<file path="src/hdl/jsu_pkg.sv">
package jsu_pkg;

  typedef enum logic [2:0] {
    MODE_IDLE,
    MODE_STR,
    MODE_ESC,
    MODE_HEXHI,
    MODE_BSL,
    MODE_U,
    MODE_HEXLO
  } mode_t;

  typedef logic [1:0] kind_t;
  localparam kind_t KIND_DATA = 2'd0;
  localparam kind_t KIND_DONE = 2'd1;
  localparam kind_t KIND_ERR  = 2'd2;

  typedef logic [3:0] err_t;
  localparam err_t ERR_NONE       = 4'd0;
  localparam err_t ERR_NO_QUOTE   = 4'd1;
  localparam err_t ERR_CONTROL    = 4'd2;
  localparam err_t ERR_OPEN_ESC   = 4'd3;
  localparam err_t ERR_SHORT_U    = 4'd4;
  localparam err_t ERR_BAD_HEX    = 4'd5;
  localparam err_t ERR_LONE_HIGH  = 4'd6;
  localparam err_t ERR_BAD_LOW    = 4'd7;
  localparam err_t ERR_LONE_LOW   = 4'd8;
  localparam err_t ERR_BAD_ESC    = 4'd9;
  localparam err_t ERR_UNTERM     = 4'd10;

  localparam logic [7:0] CH_QUOTE  = 8'h22;
  localparam logic [7:0] CH_BSLASH = 8'h5c;
  localparam logic [7:0] CH_SLASH  = 8'h2f;
  localparam logic [7:0] CH_U      = 8'h75;
  localparam logic [7:0] CH_SPACE  = 8'h20;

  localparam logic [15:0] HIGH_LO = 16'hd800;
  localparam logic [15:0] HIGH_HI = 16'hdbff;
  localparam logic [15:0] LOW_LO  = 16'hdc00;
  localparam logic [15:0] LOW_HI  = 16'hdfff;

  // results caused by one accepted item: data bytes first, then an optional terminal
  typedef struct packed {
    logic [2:0]      nbytes;
    logic [3:0][7:0] bytes;
    logic            has_term;
    kind_t           term_kind;
    err_t            err;
  } bundle_t;

  typedef struct packed {
    logic [2:0]      nbytes;
    logic [3:0][7:0] bytes;
  } utf8_t;

  // bit 4 set means not a hex digit
  function automatic logic [4:0] hex_digit(input logic [7:0] c);
    logic [4:0] d;
    d = 5'h10;
    if (c >= 8'h30 && c <= 8'h39) d = {1'b0, c[3:0]};
    else if ((c >= 8'h61 && c <= 8'h66) || (c >= 8'h41 && c <= 8'h46))
      d = {1'b0, c[3:0] + 4'd9};
    return d;
  endfunction

  // bit 8 set means not a simple escape letter
  function automatic logic [8:0] esc_byte(input logic [7:0] c);
    logic [8:0] r;
    unique case (c)
      8'h22:   r = {1'b0, 8'h22};
      8'h5c:   r = {1'b0, 8'h5c};
      8'h2f:   r = {1'b0, 8'h2f};
      8'h62:   r = {1'b0, 8'h08};
      8'h66:   r = {1'b0, 8'h0c};
      8'h6e:   r = {1'b0, 8'h0a};
      8'h72:   r = {1'b0, 8'h0d};
      8'h74:   r = {1'b0, 8'h09};
      default: r = 9'h100;
    endcase
    return r;
  endfunction

  function automatic utf8_t utf8_encode(input logic [20:0] cp);
    utf8_t u;
    u = '0;
    if (cp <= 21'h7f) begin
      u.nbytes   = 3'd1;
      u.bytes[0] = cp[7:0];
    end else if (cp <= 21'h7ff) begin
      u.nbytes   = 3'd2;
      u.bytes[0] = {3'b110, cp[10:6]};
      u.bytes[1] = {2'b10, cp[5:0]};
    end else if (cp <= 21'hffff) begin
      u.nbytes   = 3'd3;
      u.bytes[0] = {4'b1110, cp[15:12]};
      u.bytes[1] = {2'b10, cp[11:6]};
      u.bytes[2] = {2'b10, cp[5:0]};
    end else begin
      u.nbytes   = 3'd4;
      u.bytes[0] = {5'b11110, cp[20:18]};
      u.bytes[1] = {2'b10, cp[17:12]};
      u.bytes[2] = {2'b10, cp[11:6]};
      u.bytes[3] = {2'b10, cp[5:0]};
    end
    return u;
  endfunction

endpackage

</file>
<file path="src/hdl/jsu_in_if.sv">
interface jsu_in_if;
  logic       valid;
  logic       ready;
  logic [7:0] in_byte;
  logic       text_end;

  modport source (output valid, output in_byte, output text_end, input ready);
  modport sink (input valid, input in_byte, input text_end, output ready);
endinterface

</file>
<file path="src/hdl/jsu_out_if.sv">
interface jsu_out_if;
  logic       valid;
  logic       ready;
  logic [7:0] out_byte;
  logic [1:0] out_kind;
  logic [3:0] err_code;
  logic       out_last;

  modport source (output valid, output out_byte, output out_kind, output err_code,
                  output out_last, input ready);
  modport sink (input valid, input out_byte, input out_kind, input err_code,
                input out_last, output ready);
endinterface

</file>
<file path="src/hdl/jsu_front.sv">
module jsu_front (
  input  logic             clk,
  input  logic             rst,
  jsu_in_if.sink           text,
  input  logic             full,
  output logic             push,
  output jsu_pkg::bundle_t bundle
);
  import jsu_pkg::*;

  mode_t       mode, mode_next;
  logic [15:0] hex_accum, hex_accum_next;
  logic [2:0]  hex_count, hex_count_next;
  logic [9:0]  high_half, high_half_next;
  logic        accept;

  assign text.ready = !full;
  assign accept     = text.valid && !full;

  always_ff @(posedge clk) begin
    if (rst) begin
      mode      <= MODE_IDLE;
      hex_accum <= '0;
      hex_count <= '0;
      high_half <= '0;
    end else if (accept) begin
      mode      <= mode_next;
      hex_accum <= hex_accum_next;
      hex_count <= hex_count_next;
      high_half <= high_half_next;
    end
  end

  always_comb begin
    logic [7:0]  c;
    logic        last;
    logic [4:0]  d;
    logic [8:0]  esc;
    logic [15:0] acc;
    logic [2:0]  cnt;
    logic [20:0] cp;
    logic        fail;
    err_t        code;
    utf8_t       u;
    c    = text.in_byte;
    last = text.text_end;
    d    = hex_digit(c);
    esc  = esc_byte(c);
    acc  = {hex_accum[11:0], d[3:0]};
    cnt  = hex_count + 3'd1;
    cp   = {({1'b0, high_half} + 11'h040), acc[9:0]};
    fail = 1'b0;
    code = ERR_NONE;
    u    = '0;

    mode_next      = mode;
    hex_accum_next = hex_accum;
    hex_count_next = hex_count;
    high_half_next = high_half;
    bundle         = '0;

    unique case (mode)
      MODE_STR: begin
        if (c == CH_QUOTE) begin
          bundle.has_term  = 1'b1;
          bundle.term_kind = KIND_DONE;
          mode_next        = MODE_IDLE;
        end else if (c < CH_SPACE) begin
          fail = 1'b1;
          code = ERR_CONTROL;
        end else if (c == CH_BSLASH) begin
          if (last) begin
            fail = 1'b1;
            code = ERR_OPEN_ESC;
          end else begin
            mode_next = MODE_ESC;
          end
        end else begin
          u.nbytes   = 3'd1;
          u.bytes[0] = c;
          fail       = last;
          code       = ERR_UNTERM;
        end
      end
      MODE_ESC: begin
        if (!esc[8]) begin
          u.nbytes   = 3'd1;
          u.bytes[0] = esc[7:0];
          mode_next  = MODE_STR;
          fail       = last;
          code       = ERR_UNTERM;
        end else if (c == CH_U) begin
          if (last) begin
            fail = 1'b1;
            code = ERR_SHORT_U;
          end else begin
            mode_next      = MODE_HEXHI;
            hex_accum_next = '0;
            hex_count_next = '0;
          end
        end else begin
          fail = 1'b1;
          code = ERR_BAD_ESC;
        end
      end
      MODE_HEXHI: begin
        if (d[4]) begin
          fail = 1'b1;
          code = ERR_BAD_HEX;
        end else begin
          hex_accum_next = acc;
          hex_count_next = cnt;
          if (!cnt[2]) begin
            fail = last;
            code = ERR_SHORT_U;
          end else begin
            hex_count_next = '0;
            if (acc >= HIGH_LO && acc <= HIGH_HI) begin
              high_half_next = acc[9:0];
              hex_accum_next = '0;
              mode_next      = MODE_BSL;
              fail           = last;
              code           = ERR_LONE_HIGH;
            end else if (acc >= LOW_LO && acc <= LOW_HI) begin
              fail = 1'b1;
              code = ERR_LONE_LOW;
            end else begin
              u              = utf8_encode({5'd0, acc});
              hex_accum_next = '0;
              mode_next      = MODE_STR;
              fail           = last;
              code           = ERR_UNTERM;
            end
          end
        end
      end
      MODE_BSL: begin
        if (c != CH_BSLASH || last) begin
          fail = 1'b1;
          code = ERR_LONE_HIGH;
        end else begin
          mode_next = MODE_U;
        end
      end
      MODE_U: begin
        if (c != CH_U || last) begin
          fail = 1'b1;
          code = ERR_LONE_HIGH;
        end else begin
          mode_next      = MODE_HEXLO;
          hex_accum_next = '0;
          hex_count_next = '0;
        end
      end
      MODE_HEXLO: begin
        if (d[4]) begin
          fail = 1'b1;
          code = ERR_BAD_LOW;
        end else begin
          hex_accum_next = acc;
          hex_count_next = cnt;
          if (!cnt[2]) begin
            fail = last;
            code = ERR_LONE_HIGH;
          end else if (acc < LOW_LO || acc > LOW_HI) begin
            fail = 1'b1;
            code = ERR_BAD_LOW;
          end else begin
            u              = utf8_encode(cp);
            hex_accum_next = '0;
            hex_count_next = '0;
            high_half_next = '0;
            mode_next      = MODE_STR;
            fail           = last;
            code           = ERR_UNTERM;
          end
        end
      end
      default: begin
        if (c != CH_QUOTE) begin
          fail = 1'b1;
          code = ERR_NO_QUOTE;
        end else if (last) begin
          fail = 1'b1;
          code = ERR_UNTERM;
        end else begin
          mode_next = MODE_STR;
        end
      end
    endcase

    bundle.nbytes = u.nbytes;
    bundle.bytes  = u.bytes;
    if (fail) begin
      bundle.has_term  = 1'b1;
      bundle.term_kind = KIND_ERR;
      bundle.err       = code;
    end
    // any terminal result returns the scanner to its reset state
    if (bundle.has_term) begin
      mode_next      = MODE_IDLE;
      hex_accum_next = '0;
      hex_count_next = '0;
      high_half_next = '0;
    end
    push = accept && (bundle.has_term || (u.nbytes != 3'd0));
  end

  a_term_clears: assert property (@(posedge clk) disable iff (rst)
    push && bundle.has_term |=> mode == MODE_IDLE && high_half == '0 && hex_count == '0)
    else $error("scanner not cleared after terminal result");

  a_count_range: assert property (@(posedge clk) disable iff (rst)
    hex_count <= 3'd4 && ((mode == MODE_BSL || mode == MODE_U) -> hex_count == '0))
    else $error("hex digit count out of range");

endmodule

</file>
<file path="src/hdl/jsu_queue.sv">
module jsu_queue (
  input  logic             clk,
  input  logic             rst,
  input  logic             push,
  input  jsu_pkg::bundle_t wr_bundle,
  output logic             full,
  input  logic             pop,
  output logic             not_empty,
  output jsu_pkg::bundle_t head
);
  import jsu_pkg::*;

  bundle_t    mem [2];
  logic       wptr, rptr;
  logic [1:0] count;

  assign full      = count == 2'd2;
  assign not_empty = count != 2'd0;
  assign head      = mem[rptr];

  always_ff @(posedge clk) begin
    if (push) mem[wptr] <= wr_bundle;
  end

  always_ff @(posedge clk) begin
    if (rst) begin
      wptr  <= 1'b0;
      rptr  <= 1'b0;
      count <= '0;
    end else begin
      if (push) wptr <= !wptr;
      if (pop)  rptr <= !rptr;
      unique case ({push, pop})
        2'b10:   count <= count + 2'd1;
        2'b01:   count <= count - 2'd1;
        default: count <= count;
      endcase
    end
  end

endmodule

</file>
<file path="src/hdl/jsu_back.sv">
module jsu_back (
  input  logic             clk,
  input  logic             rst,
  input  logic             not_empty,
  input  jsu_pkg::bundle_t head,
  output logic             pop,
  jsu_out_if.source        result
);
  import jsu_pkg::*;

  logic       ovalid;
  logic [7:0] obyte;
  kind_t      okind;
  err_t       oerr;
  logic       olast;
  logic [2:0] idx;
  logic [2:0] total;
  logic       load;
  logic       is_last;

  assign total   = head.nbytes + {2'b00, head.has_term};
  assign is_last = idx == total - 3'd1;
  assign load    = not_empty && (!ovalid || result.ready);
  assign pop     = load && is_last;

  assign result.valid    = ovalid;
  assign result.out_byte = obyte;
  assign result.out_kind = okind;
  assign result.err_code = oerr;
  assign result.out_last = olast;

  always_ff @(posedge clk) begin
    if (rst) begin
      ovalid <= 1'b0;
      idx    <= '0;
    end else begin
      if (load) ovalid <= 1'b1;
      else if (result.ready) ovalid <= 1'b0;
      // advance within the bundle, drop it after its last result
      if (load) idx <= is_last ? 3'd0 : idx + 3'd1;
    end
  end

  always_ff @(posedge clk) begin
    if (load) begin
      olast <= is_last;
      if (idx < head.nbytes) begin
        obyte <= head.bytes[idx[1:0]];
        okind <= KIND_DATA;
        oerr  <= ERR_NONE;
      end else begin
        obyte <= '0;
        okind <= head.term_kind;
        oerr  <= head.err;
      end
    end
  end

  a_idx_in_bundle: assert property (@(posedge clk) disable iff (rst)
    not_empty |-> idx < total)
    else $error("result index past end of bundle");

  a_err_only_on_error: assert property (@(posedge clk) disable iff (rst)
    ovalid && okind != KIND_ERR |-> oerr == ERR_NONE)
    else $error("error code on a non-error result");

  a_term_is_last: assert property (@(posedge clk) disable iff (rst)
    ovalid && okind != KIND_DATA |-> olast && obyte == '0)
    else $error("terminal result not last or carries a byte");

endmodule

</file>
<file path="src/hdl/json_string_unescaper.sv">
// Channel  Dir  Fields                                   Item
// text     in   in_byte[7:0], text_end                   one raw byte of JSON text
// result   out  out_byte[7:0], out_kind[1:0],            one decoded byte, done or error
//               err_code[3:0], out_last
//
// One byte is taken per cycle while the bundle queue is not full. The output
// sequencer presents each result on its own; a byte may yield up to 5 results (a
// \u escape with a trailing error). A two-entry bundle queue between scanner and
// sequencer buffers them against output stalls. Synchronous reset returns the scanner
// to waiting for an opening quote and empties the queue. Either side may stall at any time.
module json_string_unescaper (
  input  logic      clk,
  input  logic      rst,
  jsu_in_if.sink    text,
  jsu_out_if.source result
);
  import jsu_pkg::*;

  logic    push, full, pop, not_empty;
  bundle_t wr_bundle, head;

  jsu_front u_front (
    .clk    (clk),
    .rst    (rst),
    .text   (text),
    .full   (full),
    .push   (push),
    .bundle (wr_bundle)
  );

  jsu_queue u_queue (
    .clk       (clk),
    .rst       (rst),
    .push      (push),
    .wr_bundle (wr_bundle),
    .full      (full),
    .pop       (pop),
    .not_empty (not_empty),
    .head      (head)
  );

  jsu_back u_back (
    .clk       (clk),
    .rst       (rst),
    .not_empty (not_empty),
    .head      (head),
    .pop       (pop),
    .result    (result)
  );

endmodule
</file>
<file path="src/flat_wrapper.sv">
// flat-port wrapper written by rule: the top's interface ports become plain ports
module json_string_unescaper_flat import jsu_pkg::*;
  (clk, rst, text_valid, text_in_byte, text_text_end, text_ready, result_valid, result_out_byte, result_out_kind, result_err_code, result_out_last, result_ready);
  jsu_in_if text_i ();
  jsu_out_if result_i ();
  input  logic clk;
  input  logic rst;
  input wire logic [$bits(text_i.valid)-1:0] text_valid;
  input wire logic [$bits(text_i.in_byte)-1:0] text_in_byte;
  input wire logic [$bits(text_i.text_end)-1:0] text_text_end;
  output wire logic [$bits(text_i.ready)-1:0] text_ready;
  output wire logic [$bits(result_i.valid)-1:0] result_valid;
  output wire logic [$bits(result_i.out_byte)-1:0] result_out_byte;
  output wire logic [$bits(result_i.out_kind)-1:0] result_out_kind;
  output wire logic [$bits(result_i.err_code)-1:0] result_err_code;
  output wire logic [$bits(result_i.out_last)-1:0] result_out_last;
  input wire logic [$bits(result_i.ready)-1:0] result_ready;
  assign text_i.valid = text_valid;
  assign text_i.in_byte = text_in_byte;
  assign text_i.text_end = text_text_end;
  assign text_ready = text_i.ready;
  assign result_valid = result_i.valid;
  assign result_out_byte = result_i.out_byte;
  assign result_out_kind = result_i.out_kind;
  assign result_err_code = result_i.err_code;
  assign result_out_last = result_i.out_last;
  assign result_i.ready = result_ready;
  json_string_unescaper u_core (.clk(clk), .rst(rst), .text(text_i), .result(result_i));
endmodule
</file>
<file path="config.mk">
export PLATFORM = sky130hd
export DESIGN_NAME = json_string_unescaper_flat
export DESIGN_NICKNAME = d
export VERILOG_FILES = /design/src/hdl/jsu_pkg.sv /design/src/hdl/jsu_in_if.sv /design/src/hdl/jsu_out_if.sv /design/src/hdl/jsu_front.sv /design/src/hdl/jsu_queue.sv /design/src/hdl/jsu_back.sv /design/src/hdl/json_string_unescaper.sv /design/src/flat_wrapper.sv
export SDC_FILE = /design/constraint.sdc
export NUM_CORES = 1
export LEC_CHECK = 0
export BUFFER_PORTS_ARGS = -buffer_cell sky130_fd_sc_hd__buf_4
export CAP_MARGIN = 10
export CORE_MARGIN = 10
export CORE_UTILIZATION = 45
export CTS_CLUSTER_DIAMETER = 60
export DETAILED_ROUTE_END_ITERATION = 16
export GPL_ROUTABILITY_DRIVEN = 0
export SETUP_SLACK_MARGIN = 0.1
export SLEW_MARGIN = 20
export SYNTH_ARGS = -nofsm -noshare
export SYNTH_HDL_FRONTEND = slang
export SYNTH_HIERARCHICAL = 1
export SYNTH_SLANG_ARGS = --single-unit
</file>
<file path="constraint.sdc">
create_clock -name clk -period 4.25 [get_ports clk]
set_input_delay 0.2125 -clock clk [delete_from_list [all_inputs] [get_ports clk]]
set_output_delay 0.2125 -clock clk [all_outputs]
set_load 0.02 [all_outputs]
</file>
==> results_dict.tcl <==
set metrics [dict create \
    vias 5906 \
    seq_area_frac_synth_pct 48.5 \
    busiest_layer "met2" \
    cts_buffer_depth 2 \
    fin_crit_ns 3.47 \
    synth_cell_type_count 93 \
    hold_class "input pin to flip-flop" \
    diodes 0 \
    multiInputGateArea_sq_um 3580 \
    grt_pass1_wl_mm 29.6 \
    path_clk_slew_ns 0.06 \
    vias_per_cell 6.32 \
    syn_area_per_cell_sq_um 11.2 \
    cts_hold_buffers 0 \
    drc 0 \
    arrival_ns 3.82 \
    final_cell_mix "99 x edfxtp_1, 45 x nor2_1, 45 x mux2_2" \
    routed_wl_mm 19.0 \
    final_antenna_net_count 0 \
    maxCapViolCount 0 \
    syn_inst 682 \
    slew_headroom_pct 47.7 \
    skew_ns 0.0115 \
    fill_cells 1454 \
    cts_tree "done" \
    ys.warnings.count 6 \
    synth_ff_type "edfxtp_1" \
    max_freq_mhz 288 \
    ys_ff_latch 136 \
    dp_hpwl_mm 13.5 \
    path_cells "inv_1, or3_1, nor3_1, a211oi_2, o21a_2, a31oi_1, inv_1, ha_1, or3_1, a21oi_1" \
    wl_per_cell_um 20.3 \
    grt_overflow 0 \
    dieArea_sq_um 22600 \
    crit_fanout 15 \
    portBuffers 29 \
    coreArea_sq_um 16600 \
    peakVddDrop_mv 0.394 \
    start_util_pct 46.0 \
    first_iter_violations 893 \
    p_leak_nw 2.97 \
    grt_use_total_pct 16.7 \
    grtUsageMet2_pct 25.3 \
    setup_viol 0 \
    synthArstFlopShare_pct 0 \
    antenna_found_initial 0 \
    cts-resized-gates 0 \
    layout_commonest_cell "edfxtp_1" \
    cts_buffers 17 \
    critPathKind "flip-flop to flip-flop" \
    p_per_area_nw_per_um2 480 \
    tns_ns 0 \
    gr-usage-met1_pct 21.9 \
    syn2layout_area_growth_pct 12.3 \
    grt_max_degree 41 \
    synth-edff-count 99 \
    drv_slew 0 \
    drive_above_1_share_pct 22.4 \
    first_pass_iters 6 \
    htreeDepth 4 \
    netlist_area_sq_um 7650 \
    clock-sinks 136 \
    place_area_sq_um 8050 \
    ios 30 \
    end_kind "flip-flop" \
    fin_area_sq_um 8600 \
    cts_setup_buffers 0 \
    clk_root_buffer_cell "clkbuf_16" \
    status "completed" \
    rsz0062_at_grt "no" \
    clock_latency_ns 0.42 \
    nets 727 \
    post-route-period-util_pct 81.7 \
    worst_slew_pin_slew_ns 0.779 \
    grtUsageMet3_pct 5.31 \
    seq_area_sq_um 3710 \
    grt_pass1_vias 5449 \
    max_stage_delay_ns 0.62 \
    hold_viol_final 0 \
    cp_slowest_cell "dfxtp_1" \
    num_rows 47 \
    required_ns 4.59 \
    dieWidth_um 150 \
    die_h_um 150 \
    startpoint_type "flip-flop" \
]
[registers in the layout, summed over array words and instances, names as in the netlist, named ones only]
name	cells
u_core/u_back/idx	3
u_core/u_back/result.err_code	4
u_core/u_back/result.out_byte	8
u_core/u_back/result.out_kind	2
u_core/u_back/result.out_last	1
u_core/u_back/result.valid	1
u_core/u_front/hex_accum	12
u_core/u_front/hex_count	3
u_core/u_front/high_half	10
u_core/u_front/mode	3
u_core/u_queue/count	2
u_core/u_queue/mem	84
u_core/u_queue/rptr	1
u_core/u_queue/wptr	1
[logic make-up after synthesis]
family	share of synthesized area, %
simple gates	16.2
other cells	0.0490
xor+xnor	1.47
flops	48.5
compound gates	16.4
fa+ha+maj	2.12
buf+inv	4.97
mux	10.2
[through the flow]
step	setup slack (ns)	utilization (%)	std cells	total power, mW	hold slack (ns)
6_report	0.776	51.7	934	4.13	0.118
5_1_grt	0.521	51.7	934	4.35	0.125
4_1_cts	0.838	51.7	934	4.19	0.101
3_5_place_dp	0.547	48.3	902	2.82	0.495
3_3_place_gp	0.742	48.3	902	2.80	0.477
2_1_floorplan	0.595	-	684	2.51	0.282
[worst paths after layout]
| kind | startpoint | endpoint | slack [ns] | cells past startpoint |
|---|---|---|---|---|
| min reg2reg | u_core/u_front/hex_count[0]$_SDFFE_PP0P_ | u_core/u_front/hex_count[0]$_SDFFE_PP0P_ | 0.50 | 1 |
| max reg2reg | u_core/u_front/mode[1]$_SDFFE_PP0P_ | u_core/u_queue/count[1]$_SDFFE_PP0P_ | 0.78 | 10 |
| max | u_core/u_front/mode[1]$_SDFFE_PP0P_ | u_core/u_queue/count[1]$_SDFFE_PP0P_ | 0.78 | 10 |
| min | result_ready | u_core/u_back/result.valid$_SDFFE_PP0P_ | 0.12 | 3 |
[synth_stat cells (all sizes together) (7+ instances only)]
cell	count	area share [%]
and2	14	1.1
nand3	24	1.6
o221ai	8	1.0
nand4b	7	0.80
nor3	12	0.92
nor2b	14	1.1
nand4	13	1.3
inv	45	2.2
mux4	8	2.4
o32ai	25	3.5
clkbuf	19	0.93
edfxtp	99	39
buf	21	1.8
mux2i	9	1.2
o22ai	9	0.74
nand2	30	1.5
ha	13	2.1
a31oi	7	0.74
a21oi	22	1.4
mux2	45	6.6
dfxtp	37	9.7
nor2	47	2.3
xnor2	8	1.0
o21ai	22	1.4
[report_power, final]
part / internal (mW) / switching [mW] / leakage [nW]
sequential: 1.70 / 0.0938 / 1.25
clock: 0.808 / 0.545 / 0.265
combinational: 0.444 / 0.541 / 1.46
[cell type report]
class                      instances  area share (%)
sequential                       136            43.2
multi-input combinational        463            41.6
clock buffer                      19            5.03
timing repair buffer              38            3.61
tap                              220            3.20
inverter                          45            1.96
clock inverter                    13            1.40
[critical path: cells and delay by family (launching register included)]
kind | cells | cell delay (ns)
compound gates | 4 | 0.92
fa+ha+maj | 1 | 0.36
buf+inv | 2 | 0.34
flops | 1 | 0.62
simple gates | 3 | 1.17
[metal layers]
layer | up-vias | routed length, um
li1 | 2694 | -
met1 | 2827 | 8060
met2 | 325 | 8710
met3 | 60 | 1630
met4 | 0 | 547
met5 | - | 0
Power figures use the tool's default switching activity.
